===== src/rtl/ilt_pkg.sv =====
package ilt_pkg;

  localparam int STACK_DEPTH = 16;
  localparam int LEVEL_W     = 16;
  localparam int CNT_W       = $clog2(STACK_DEPTH + 1);
  localparam int PTR_W       = $clog2(STACK_DEPTH);
  localparam int TAB_W       = 5;

  localparam logic [TAB_W-1:0] TAB_WIDTH_RESET = TAB_W'(8);

  localparam logic [7:0] CH_SPACE = 8'h20;
  localparam logic [7:0] CH_TAB   = 8'h09;
  localparam logic [7:0] CH_LF    = 8'h0A;
  localparam logic [7:0] CH_FF    = 8'h0C;
  localparam logic [7:0] CH_CR    = 8'h0D;
  localparam logic [7:0] CH_HASH  = 8'h23;

  typedef enum logic [2:0] {
    KIND_NEWLINE = 3'd0,
    KIND_INDENT  = 3'd1,
    KIND_DEDENT  = 3'd2,
    KIND_EOF     = 3'd3,
    KIND_BYTE    = 3'd4
  } token_kind_t;

  typedef struct packed {
    logic [7:0] input_byte;
    logic       end_of_input;
  } in_item_t;

  typedef struct packed {
    token_kind_t token_kind;
    logic [7:0]  byte_out;
    logic        stack_overflow;
    logic        last;
  } out_item_t;

  typedef struct packed {
    logic push;
    logic pop;
  } stk_ctl_t;

endpackage


===== src/rtl/ilt_stack.sv =====
module ilt_stack (
  input  logic                         clk,
  input  logic                         rst_n,
  input  ilt_pkg::stk_ctl_t            ctl,
  input  logic [ilt_pkg::LEVEL_W-1:0]  push_level,
  output logic [ilt_pkg::CNT_W-1:0]    count,
  output logic [ilt_pkg::LEVEL_W-1:0]  top,
  output logic                         full
);
  import ilt_pkg::*;

  logic [LEVEL_W-1:0] level_r [STACK_DEPTH];
  logic [CNT_W-1:0]   count_r;
  logic [PTR_W-1:0]   top_idx;
  logic [PTR_W-1:0]   wr_idx;

  assign top_idx = PTR_W'(count_r - CNT_W'(1));
  assign wr_idx  = count_r[PTR_W-1:0];
  assign full    = (count_r == CNT_W'(STACK_DEPTH));
  assign count   = count_r;
  assign top     = level_r[top_idx];

  always_ff @(posedge clk) begin
    if (!rst_n) begin
      count_r    <= CNT_W'(1);
      level_r[0] <= '0;
    end else begin
      if (ctl.push && !full) begin
        level_r[wr_idx] <= push_level;
        count_r         <= count_r + CNT_W'(1);
      end else if (ctl.pop && count_r > CNT_W'(1)) begin
        count_r <= count_r - CNT_W'(1);
      end
    end
  end

endmodule


===== src/rtl/indent_layout_tokenizer.sv =====
// An item is taken in the idle state and decoded in the next cycle. At line start, a first content
// byte gives a DEDENT per stack level above its column, or an INDENT if the column is deeper, and then
// the byte; a mid-line byte or newline gives one BYTE or NEWLINE token; end of input gives one DEDENT
// per level above the base, a NEWLINE and an EOF; other items give none. in_stall holds off the next
// item until the last result is written, and a stalled output register holds the flow. Reset (rst_n,
// synchronous) empties the indent stack to its base level, sets tab width to 8, starts at line start.
module indent_layout_tokenizer (
  input  logic                        clk,
  input  logic                        rst_n,
  input  logic                        in_valid,
  output logic                        in_stall,
  input  ilt_pkg::in_item_t           in_item,
  output logic                        out_valid,
  input  logic                        out_stall,
  output ilt_pkg::out_item_t          out_item,
  input  logic                        cfg_we,
  input  logic [ilt_pkg::TAB_W-1:0]   cfg_wdata
);
  import ilt_pkg::*;

  typedef enum logic [8:0] {
    S_IDLE    = 9'b000000001,
    S_PROC    = 9'b000000010,
    S_POP     = 9'b000000100,
    S_PUSH    = 9'b000001000,
    S_BYTE    = 9'b000010000,
    S_MIDNL   = 9'b000100000,
    S_EOI_POP = 9'b001000000,
    S_EOI_NL  = 9'b010000000,
    S_EOI_EOF = 9'b100000000
  } state_t;

  state_t             state_r, state_nxt;
  in_item_t           item_r;
  logic [LEVEL_W-1:0] column_r, column_nxt;
  logic               at_ls_r, at_ls_nxt;
  logic               in_comment_r, in_comment_nxt;
  logic               finished_r, finished_nxt;
  logic [TAB_W-1:0]   tab_width_r;
  logic               out_valid_r, out_valid_nxt;
  out_item_t          out_item_r, out_item_nxt;

  stk_ctl_t           stk_ctl;
  logic [CNT_W-1:0]   stk_count;
  logic [LEVEL_W-1:0] stk_top;
  logic               stk_full;

  logic               out_free;
  logic [LEVEL_W:0]   col_sum;
  logic [7:0]         b;

  ilt_stack u_stack (
    .clk        (clk),
    .rst_n      (rst_n),
    .ctl        (stk_ctl),
    .push_level (column_r),
    .count      (stk_count),
    .top        (stk_top),
    .full       (stk_full)
  );

  assign in_stall  = (state_r != S_IDLE);
  assign out_valid = out_valid_r;
  assign out_item  = out_item_r;
  assign out_free  = !out_valid_r || !out_stall;
  assign b         = item_r.input_byte;
  assign col_sum   = {1'b0, column_r}
                   + ((b == CH_SPACE) ? (LEVEL_W + 1)'(1) : (LEVEL_W + 1)'(tab_width_r));

  always_comb begin
    state_nxt      = state_r;
    column_nxt     = column_r;
    at_ls_nxt      = at_ls_r;
    in_comment_nxt = in_comment_r;
    finished_nxt   = finished_r;
    out_valid_nxt  = out_valid_r && out_stall;
    out_item_nxt   = out_item_r;
    stk_ctl        = '0;

    case (state_r)
      S_IDLE: begin
        if (in_valid) begin
          state_nxt = S_PROC;
        end
      end
      S_PROC: begin
        state_nxt = S_IDLE;
        if (finished_r) begin
          state_nxt = S_IDLE;
        end else if (item_r.end_of_input) begin
          state_nxt      = S_EOI_POP;
          in_comment_nxt = 1'b0;
          column_nxt     = '0;
          at_ls_nxt      = 1'b1;
        end else if (in_comment_r) begin
          if (b == CH_LF) begin
            in_comment_nxt = 1'b0;
            column_nxt     = '0;
          end
        end else if (at_ls_r) begin
          if (b == CH_SPACE || b == CH_TAB) begin
            column_nxt = col_sum[LEVEL_W] ? '1 : col_sum[LEVEL_W-1:0];
          end else if (b inside {CH_CR, CH_FF}) begin
            column_nxt = column_r;
          end else if (b == CH_LF) begin
            column_nxt = '0;
          end else if (b == CH_HASH) begin
            in_comment_nxt = 1'b1;
          end else begin
            state_nxt = S_POP;
          end
        end else if (b == CH_LF) begin
          state_nxt = S_MIDNL;
        end else begin
          state_nxt = S_BYTE;
        end
      end
      S_POP: begin
        if (stk_count > CNT_W'(1) && column_r < stk_top) begin
          if (out_free) begin
            stk_ctl.pop   = 1'b1;
            out_valid_nxt = 1'b1;
            out_item_nxt  = '{KIND_DEDENT, 8'h00, 1'b0, 1'b0};
          end
        end else if (column_r > stk_top) begin
          state_nxt = S_PUSH;
        end else begin
          state_nxt = S_BYTE;
        end
      end
      S_PUSH: begin
        if (out_free) begin
          stk_ctl.push  = 1'b1;
          out_valid_nxt = 1'b1;
          out_item_nxt  = '{KIND_INDENT, 8'h00, stk_full, 1'b0};
          state_nxt     = S_BYTE;
        end
      end
      S_BYTE: begin
        if (out_free) begin
          out_valid_nxt = 1'b1;
          out_item_nxt  = '{KIND_BYTE, b, 1'b0, 1'b1};
          at_ls_nxt     = 1'b0;
          column_nxt    = '0;
          state_nxt     = S_IDLE;
        end
      end
      S_MIDNL: begin
        if (out_free) begin
          out_valid_nxt = 1'b1;
          out_item_nxt  = '{KIND_NEWLINE, 8'h00, 1'b0, 1'b1};
          at_ls_nxt     = 1'b1;
          column_nxt    = '0;
          state_nxt     = S_IDLE;
        end
      end
      S_EOI_POP: begin
        if (stk_count > CNT_W'(1)) begin
          if (out_free) begin
            stk_ctl.pop   = 1'b1;
            out_valid_nxt = 1'b1;
            out_item_nxt  = '{KIND_DEDENT, 8'h00, 1'b0, 1'b0};
          end
        end else begin
          state_nxt = S_EOI_NL;
        end
      end
      S_EOI_NL: begin
        if (out_free) begin
          out_valid_nxt = 1'b1;
          out_item_nxt  = '{KIND_NEWLINE, 8'h00, 1'b0, 1'b0};
          state_nxt     = S_EOI_EOF;
        end
      end
      S_EOI_EOF: begin
        if (out_free) begin
          out_valid_nxt = 1'b1;
          out_item_nxt  = '{KIND_EOF, 8'h00, 1'b0, 1'b1};
          finished_nxt  = 1'b1;
          state_nxt     = S_IDLE;
        end
      end
      default: begin
        state_nxt = S_IDLE;
      end
    endcase
  end

  always_ff @(posedge clk) begin
    if (!rst_n) begin
      state_r      <= S_IDLE;
      column_r     <= '0;
      at_ls_r      <= 1'b1;
      in_comment_r <= 1'b0;
      finished_r   <= 1'b0;
      tab_width_r  <= TAB_WIDTH_RESET;
      out_valid_r  <= 1'b0;
    end else begin
      state_r      <= state_nxt;
      column_r     <= column_nxt;
      at_ls_r      <= at_ls_nxt;
      in_comment_r <= in_comment_nxt;
      finished_r   <= finished_nxt;
      out_valid_r  <= out_valid_nxt;
      if (cfg_we) begin
        tab_width_r <= cfg_wdata;
      end
    end
  end

  always_ff @(posedge clk) begin
    out_item_r <= out_item_nxt;
    if (state_r == S_IDLE && in_valid) begin
      item_r <= in_item;
    end
  end

endmodule

===== config.mk =====
export PLATFORM = sky130hd
export DESIGN_NAME = indent_layout_tokenizer
export DESIGN_NICKNAME = d
export VERILOG_FILES = /design/src/rtl/ilt_pkg.sv /design/src/rtl/ilt_stack.sv /design/src/rtl/indent_layout_tokenizer.sv
export SDC_FILE = /design/constraint.sdc
export NUM_CORES = 1
export LEC_CHECK = 0
export ABC_AREA = 1
export BUFFER_PORTS_ARGS = -buffer_cell sky130_fd_sc_hd__buf_4
export CORE_MARGIN = 1
export CORE_UTILIZATION = 50
export CTS_CLUSTER_SIZE = 12
export DETAILED_ROUTE_END_ITERATION = 10
export HOLD_SLACK_MARGIN = 0.1
export PLACE_DENSITY = 0.78
export SYNTH_ARGS = -nofsm -noshare
export SYNTH_HDL_FRONTEND = slang
export SYNTH_SLANG_ARGS = --single-unit

===== constraint.sdc =====
create_clock -name clk -period 7.05 [get_ports clk]
set_input_delay 0.705 -clock clk [delete_from_list [all_inputs] [get_ports clk]]
set_output_delay 0.705 -clock clk [all_outputs]
set_load 0.1 [all_outputs]

== Yosys cells after proc, flatten, opt, wreduce, memory -nomap -nowiden ==
Memory sizes are Yosys's and may differ from the RTL's.
Index checks and enable logic that the tools add are counted.
Cells by class
  order comparisons: 3
  bitwise gates (word level): 1
  reduce and logical (&&, ||, !) cells: 25
  add/subtract/negate cells: 3
  multiplexer cells: 68
  equality and inequality tests: 33
Operators with widths (count)
  $mux W16: 10
  $mux W13: 8
  $pmux W13 S7: 1
  $mux W9: 10
  $pmux W9 S7: 1
  $eq A8 B4 Y1 const B: 4
  $pmux W16 S2: 1
  $mux W1: 24
  $ne A2 B2 Y1 const B: 12
  $mux W5: 4
  $add A16 B5 Y17: 1
  $eq A8 B6 Y1 const B: 2
  $gt A16 B16 Y1: 1
  $lt A16 B16 Y1: 1
  $reduce_or A16 Y1: 1
  $mux W3: 4
  $reduce_and A5 Y1: 2
  $eq A9 B1 Y1 const B: 1
  $eq A9 B2 Y1 const B: 1
  $eq A9 B3 Y1 const B: 1
  $eq A9 B4 Y1 const B: 1
  $eq A9 B5 Y1 const B: 1
  $eq A9 B6 Y1 const B: 1
  $eq A9 B7 Y1 const B: 1
  other kinds (27): 39
Storage, ports and cells
  logic and storage cells: 148
  memory bits (writable): 256
  bits of input ports: 19
  output and inout port bits: 15
  register bits after elaboration: 61
  memories kept: 1
Memories
  u_stack.level_r: depth 16, width 16, read ports 1, clocked after memory_dff 0, write ports 1, line ilt_stack.sv:12  | logic [LEVEL_W-1:0] level_r [STACK_DEPTH];

== Depth between registers and ports, before layout ==
Gate-level depths: netlist of run 1.
  word-level depth: 10
  mapped depth: 29
  gate-level depth less buffers: 24

== Hierarchy ==
A second synthesis of run 1 with hierarchy kept.
Unflattened totals
  cell total of the unflattened synthesis: 1440
  area, all modules: 14600.3 µm²
By module, submodules not included
  ilt_stack: area each 10814.1 µm², cells each 895, instances 1
  indent_layout_tokenizer: area each 3786.1 µm², cells each 545, instances 1

== Worst setup path before layout of run 1 ==
OpenSTA, ideal clock, no wires.
  kind: reg-to-reg
  from: reg u_stack.count_r[0] (netlist: u_stack.count[0])
  to: reg out_item_r, in the netlist out_item[0], enable pin
  setup slack: 2.768 ns
  cell stages (with the launch flop): 21
  buffers on the path: 5
  data required time: 6.663 ns
  period minus slack after synthesis: 4.282 ns
  data arrival time: 3.895 ns
  path through: dfxtp_1 > buf_2 > inv_2 > buf_2 > buf_1 > ha_1 > inv_1 > clkbuf_1 > clkbuf_1 > o21ai_0 > o221ai_1 > o211ai_1 > nand2_1 > inv_1 > ha_1 > a21o_1 > nor2_1 > nand2_1 > nand2_1 > nand2_1 > a21oi_1
On the way
  cells in the longest elaborated chain, start to end: 6
  elaborated cells on any way between the ends: 8
  classes of those cells: add/sub: 1; order compare: 2; eq/ne: 2; reduce/logical: 2; memory: 1
Ends and longest elaborated chain
  start: declaration: line ilt_stack.sv:13  | logic [CNT_W-1:0] count_r;
  start signal: assignment: line ilt_stack.sv:30  | count_r <= count_r + CNT_W'(1);
  start signal: assignment: line ilt_stack.sv:32  | count_r <= count_r - CNT_W'(1);
  $sub A5 B1 Y5
  $mem_v2 Z16 W16
  $lt A16 B16 Y1: line indent_layout_tokenizer.sv:119  | if (stk_count > CNT_W'(1) && column_r < stk_top) begin
  $logic_and A1 B1 Y1: line indent_layout_tokenizer.sv:119
  $ne A2 B2 Y1 (no source line)
  $reduce_and A8 Y1 (no source line) (*)
  end signal: assignment: line indent_layout_tokenizer.sv:212  | out_item_r <= out_item_nxt;
  end: declaration: line indent_layout_tokenizer.sv:41  | out_item_t out_item_r, out_item_nxt;
Every way passes the cells marked *; elsewhere a longest branch is shown, timed or not.
A chain may end at the register's enable or synchronous reset.

== Worst setup path after layout of run 1 ==
  from: reg u_stack.count_r[0] (netlist: u_stack.count[0])
  to: reg state_r[6]
On the way
  cells in the longest elaborated chain, start to end: 6
  elaborated cells on any way between the ends: 8
  classes of those cells: add/sub: 1; order compare: 2; eq/ne: 2; reduce/logical: 2; memory: 1
Ends and longest elaborated chain
  $sub A5 B1 Y5
  $mem_v2 Z16 W16
  $lt A16 B16 Y1: line indent_layout_tokenizer.sv:119
  $logic_and A1 B1 Y1: line indent_layout_tokenizer.sv:119
  $ne A2 B2 Y1 (no source line)
  $reduce_and A6 Y1 (no source line) (*)
  end signal: assignment: line indent_layout_tokenizer.sv:199  | state_r <= state_nxt;
  end: declaration: line indent_layout_tokenizer.sv:33  | state_t state_r, state_nxt;
Marked as above.

==> metrics.txt, run 1 <==
layout net count=roughly 1.4k; Worst Skew=13.3 ps; DRT Wirelength=roughly 34 mm; cts bufs inserted=34; CTS root buf=clkbuf_16; Remaining Overflow, GRT=0; gr usage total=0.241; global-route wire length before repair=around 53 mm; worst rel slew slack=0.172; syn_nets=around 1.4k; initial drt markers=1,298; CTS tree=built; r2r setup slk=approximately 830 ps; status=finished, final reports clean; H-Tree Level Count=2; die area=slightly below 30,000 um^2; worst-skew pair later-pin latency=~530 ps; peak supply drop=around 190 uV; Final GP Congestion=0.899; die width=about 170 um; Starting Density=0.508; clock-pin slew on the worst setup and hold paths=60 ps; post-layout instance area=~16,000 um^2; CTS resizes=0; Die Y=approximately 170 um; Mapped Avg Cell Area=roughly 11 um^2; RSZ-0062 raised after global routing=no; Critical Path RT=~7500 ps; setup TNS=0 ps; Seq cells post-synth=about 320; Worst Path Max Fanout=just under 70; hpwl dp=roughly 20 mm; Synth Instances=between 1k and 1.5k; fillers=approximately 2.3k; placed insts=roughly 1.7k; Tightest Pin Transition=~1200 ps; Synth Cell Area=around 14,000 um^2; Synth Area in Adders=0.0227; Final setup viols=0; Slew Viols, Final=0; post-synthesis sequential area ratio=0.646; highest clock rate=between 150 and 200 MHz; Lkg Pwr=5.26 nW; Ys Warns=0; DP Area=roughly 15,000 um^2; most common cell in the netlist=edfxtp_1; post-CTS setup buffers=0; clk sinks=317; dominant cell type by area after synthesis=edfxtp_1; endpoints failing hold=0; pin count of the biggest net entering global routing=73; placement row count=61; worst min-delay path category=in -> reg; Top FF cell, synth=edfxtp_1; max-cap viol count=0; Via Count=10.4k; WP data arrival=6630 ps; Avg WL per Cell=19.7 um; port bufs=33; multiplexer area fraction after synthesis=0; Distinct cells, synth=between 40 and 50; min Tclk post-route=6220 ps; ys async rst share=0; Area growth syn-to-layout=12.3%; simple-gate share of the synthesized area=0.150; drc violations=0; post-route ant nets=0; io pins=34; P per Cell Area=323 nW/um^2; Final period util=0.882; largest family of logic cells by synthesized area=simple AND/OR/NAND/NOR gates; share of the synthesized area in the top cell type=0.591; drt via density=between 5 and 6; Post-synth top cells=edfxtp_1 (278), nor2_1 (207), nand2_1 (169); utilization after layout=0.571; Cell Count, Final, Fillers Out=1,745; Final WS setup=about 830 ps; clock buffer depth=3; diode count=0; Initial DRT Pass Iterations=5; Synth Area in Compound Gates=0.126; Setup WS pre-CTS=slightly above 1000 ps; xor/xnor share of the synthesized area=0.00806; Core ar.=~28,000 um^2; most area-consuming cells after synthesis=edfxtp_1 (59%), dfxtp_1 (5.5%), nor2_1 (5.5%), o21ai_0 (5.0%), nand2_1 (4.5%); startpoint types=register; Post-CTS Hold Buffers=0; Crit. End Element=register; share of cells above drive strength 1=0.0995; WS Path Type=reg -> reg; vias in the first global route=9,838; number of synthesized flops with an enable pin=about 280; initial antenna violation count=0
==> area by class of cell <==
class                      instances  area, um^2  share of cell area
sequential                       317        9130               0.576
clock inverter                     9         140             0.00884
clock buffer                      44         902              0.0569
inverter                         106         399              0.0252
timing repair buffer              54         405              0.0256
multi-input combinational        837        4400               0.278
tap                              378         473              0.0298
==> through the flow <==
stage	hold slack (ps)	power (mW)
floorplan	429	3.15
global placement	452	3.42
detailed placement	455	3.45
CTS	347	5.12
global route	346	5.33
finish	357	5.12
==> metal layers <==
layer / share of wire / wire length, um / up-vias / track usage
met5: 0 / 0 / - / 0
met4: 0.039 / 1350 / 0 / 0.115
met3: 0.098 / 3390 / 111 / 0.0500
met1: 0.39 / 13500 / 4936 / 0.309
li1: - / - / 4762 / -
met2: 0.47 / 16200 / 562 / 0.392
==> registers in the layout, summed over array words and instances (netlist names) <==
register	cells
u_stack.level_r	256
column_r	16
out_item	13
state_r	9
b	8
tab_width_r	5
u_stack.count	5
at_ls_r	1
finished_r	1
in_comment_r	1
item_r	1
out_valid	1
==> layout by cell type (no fill, tap or decap), types with 5 or more instances in the layout <==
cell / netlist / layout
a21oi_1: 59 / 59
dfxtp_1: 39 / 38
o21ai_0: 142 / 141
o221ai_1: 28 / 28
nor3_2: 0 / 6
edfxtp_1: 278 / 278
nand4_1: 17 / 17
buf_4: 2 / 54
clkbuf_1: 43 / 8
nand2_1: 169 / 169
inv_1: 103 / 102
ha_1: 24 / 24
nor3_1: 17 / 11
o22ai_1: 28 / 28
nand3_1: 67 / 67
o211ai_1: 28 / 28
nor2_1: 207 / 199
clkbuf_16: 0 / 34
nor2_2: 3 / 11
o21bai_1: 5 / 5
xor2_1: 10 / 9
==> worst paths after layout <==
check        depth (start not counted)             end        startpoint
min                                  1            b[0]        in_item[1]
min reg2reg                          2  tab_width_r[1]    tab_width_r[1]
max                                 22      state_r[6]  u_stack.count[0]
max reg2reg                         22      state_r[6]  u_stack.count[0]
==> cell families (layout without fill, tap and decap cells) <==
kind of cell,after synthesis,count (layout)
AND/OR/NAND/NOR,496,496
adder cells (fa/ha/maj),25,25
flip-flops,317,317
buffers and inverters,170,213
XOR/XNOR,13,13
AO/OA/AOI/OAI,303,303
==> critical path, stage by stage, from the launching register on <==
cell and delay [ps]:
dfxtp_4 830, clkinv_2 880, ha_1 570, buf_4 330, inv_2 440, buf_4 520, o21ai_0 200, o221ai_1 210
o211ai_1 130, nand2_1 130, inv_1 60, ha_1 290, nand2_1 70, nor2_1 300, nand2_1 90, nand2_1 60
nand2_1 40, nand2_1 110, nand2_1 120, nand2_2 140, nand3_2 230, o21bai_1 220, nor2_1 50
==> power breakdown <==
part	leakage, nW	switching [mW]	internal, mW	total (mW)
Combinational	2.26	0.913	0.310	1.22
Sequential	2.50	0.0747	2.13	2.20
Clock	0.505	0.711	0.983	1.69
Total	5.26	1.70	3.42	5.12
(Power assumes the default switching activity.)
==> run 2, diff against run 1 <==
- CORE_ASPECT_RATIO: unset -> 1.75
==> metrics.txt, run 2 (same netlist as run 1, synthesis figures left out) <==
status=finished, final reports clean; port bufs=33 (unchanged); Worst Skew=22.1 ps (+8.76 ps); Final setup viols=0 (unchanged); Final GP Congestion=0.907 (+0.87%); worst path cell trace=clkinv_2 > nand3_1 > nand2_1 > inv_1 > o211ai_1 > nand2_1 > inv_1 > ha_1 > nand2_1 > nor2_1 > nand2_1 > nand2_1 > nand2_1 > nand2_1 > nand2_1 > nand2_2 > nand3_2 > o21bai_1 > nor2_1; Flop pwr share=0.450 (+0.020); Die Y=224 um (+32%); gr usage total=0.242 (+0.00120); vias in the first global route=10.3k (+4.7%); most frequent cells in the layout=edfxtp_1 (278), nor2_1 (199), nand2_1 (169); WS Path Type=reg -> reg; multi-input combinational cell area=4400 um^2 (unchanged); RSZ-0062 raised after global routing=no; Crit. End Element=register; Critical Path RT=7500 ps (+40 ps); drc violations=0 (unchanged); Initial DRT Pass Iterations=7 (+2); cts bufs inserted=30 (-12%); post-CTS setup buffers=0 (unchanged); initial drt markers=993 (-23%); Core ar.=27,900 um^2 (+0.32%); most used cell, CP=nand2_1; Power, Total=4.88 mW (-4.7%); startpoint types=register; slowest stage cell on the critical path=inv_1; P per Cell Area=311 nW/um^2 (-3.7%); die area=28,900 um^2 (about the same); diode count=0 (unchanged); Largest register FFs=256 (unchanged); CTS tree=built; Top delay family on crit path=simple AND/OR/NAND/NOR gates; commonest non-fill, non-tap cell in the layout=edfxtp_1; Area growth syn-to-layout=11.0%; H-Tree Level Count=1 (-1); Remaining Overflow, GRT=0 (unchanged); highest clock rate=190 MHz (+18%); Worst Path Max Fanout=44 (-35%); Lkg Pwr=5.07 nW (-3.6%); post-route ant nets=0 (unchanged); endpoints failing hold=0 (unchanged); clk sinks=317 (unchanged); CP max stage delay=870 ps (about the same); layout net count=1,391 (-0.22%); grt peak-use layer=met2; global-route wire length before repair=53.3 mm (+0.51%); hpwl dp=21.5 mm (+7.4%); clock buffer depth=3 (unchanged); grt met3 use=0.0316 (-0.0184); fillers=2,210 (-2.1%); Switching Share=0.336 (+0.00391); Top reg by flops=u_stack.level_r; CTS resizes=0 (unchanged); routing usage on met1=0.255 (-0.0541); Tightest Pin Transition=1150 ps (-89.0 ps); Clock power frac=0.299 (-0.032); initial antenna violation count=0 (unchanged); io pins=34 (unchanged); Starting Density=0.507 (-0.00162); Avg WL per Cell=19.8 um (+0.52%); die width=129 um (-24%); DRT Wirelength=34.6 mm (+0.46%); worst-skew pair later-pin latency=570 ps (+40 ps); min Tclk post-route=5260 ps (-955 ps); CTS root buf=clkbuf_16; peak supply drop=262 uV (+35%); Via Count=10.3k (-0.51%); placement row count=81 (+33%); P_sw=1.64 mW (-3.6%); Slew Viols, Final=0 (unchanged); share of cells above drive strength 1=0.0926 (-0.00685); WP data arrival=5710 ps (-920 ps); drt via density=5.92 (-0.45%); max-cap viol count=0 (unchanged); clock-pin slew on the worst setup and hold paths=60 ps (about the same); worst min-delay path category=in -> reg; combinational share of power=0.251 (+0.012); worst rel slew slack=0.231 (+0.0594); setup TNS=0 ps (unchanged); Global Route met2 Usage=0.449 (+0.0573); Buf/Inv on CP=3 (-2); pin count of the biggest net entering global routing=99 (+36%); internal power=3.24 mW (-5.3%); Post-CTS Hold Buffers=0 (unchanged); Register Area=9130 um^2 (unchanged); Final period util=0.746 (-0.135)
## run 2: worst paths after layout
path,startpoint,to,slack [ps],depth (start not counted)
max,u_stack.count[0],state_r[6],1790,19
min,in_item[3],b[2],320,1
max reg2reg,u_stack.count[0],state_r[6],1790,19
min reg2reg,tab_width_r[4],tab_width_r[4],460,2
## run 2: per-stage QoR
step	cell area [um^2]	setup WS [ps]	utilization	std cells	hold slack (ps)
finish	15700	1790	0.563	1744	316
global route	15700	1400	0.563	1744	297
CTS	15700	1890	0.563	1744	298
detailed placement	14800	1900	0.531	1688	456
global placement	14800	2040	0.531	1688	447
floorplan	14100	2770	-	1324	429
## run 2: layout make-up
| type | count | area share |
|---|---|---|
| sequential | 317 | 0.582 |
| clock inverter | 2 | 0.00136 |
| multi-input combinational | 837 | 0.281 |
| clock buffer | 54 | 0.0539 |
| timing repair buffer | 55 | 0.0263 |
| tap | 373 | 0.0298 |
| inverter | 106 | 0.0255 |
## run 2: per-layer routing
layer | vias up | part of all wire
met3 | 136 | 0.065
met4 | 0 | 0.058
met5 | - | 0
met1 | 4921 | 0.34
li1 | 4753 | -
met2 | 508 | 0.53
## run 2: power by group through the flow
stage	Combinational [mW]	Clock [mW]	Sequential, mW
final	1.22	1.46	2.19
after global routing	1.33	1.53	2.21
after CTS	1.22	1.47	2.19
after detailed placement	1.21	0	2.23
after global placement	1.19	0	2.23
after floorplan	0.731	0	2.42
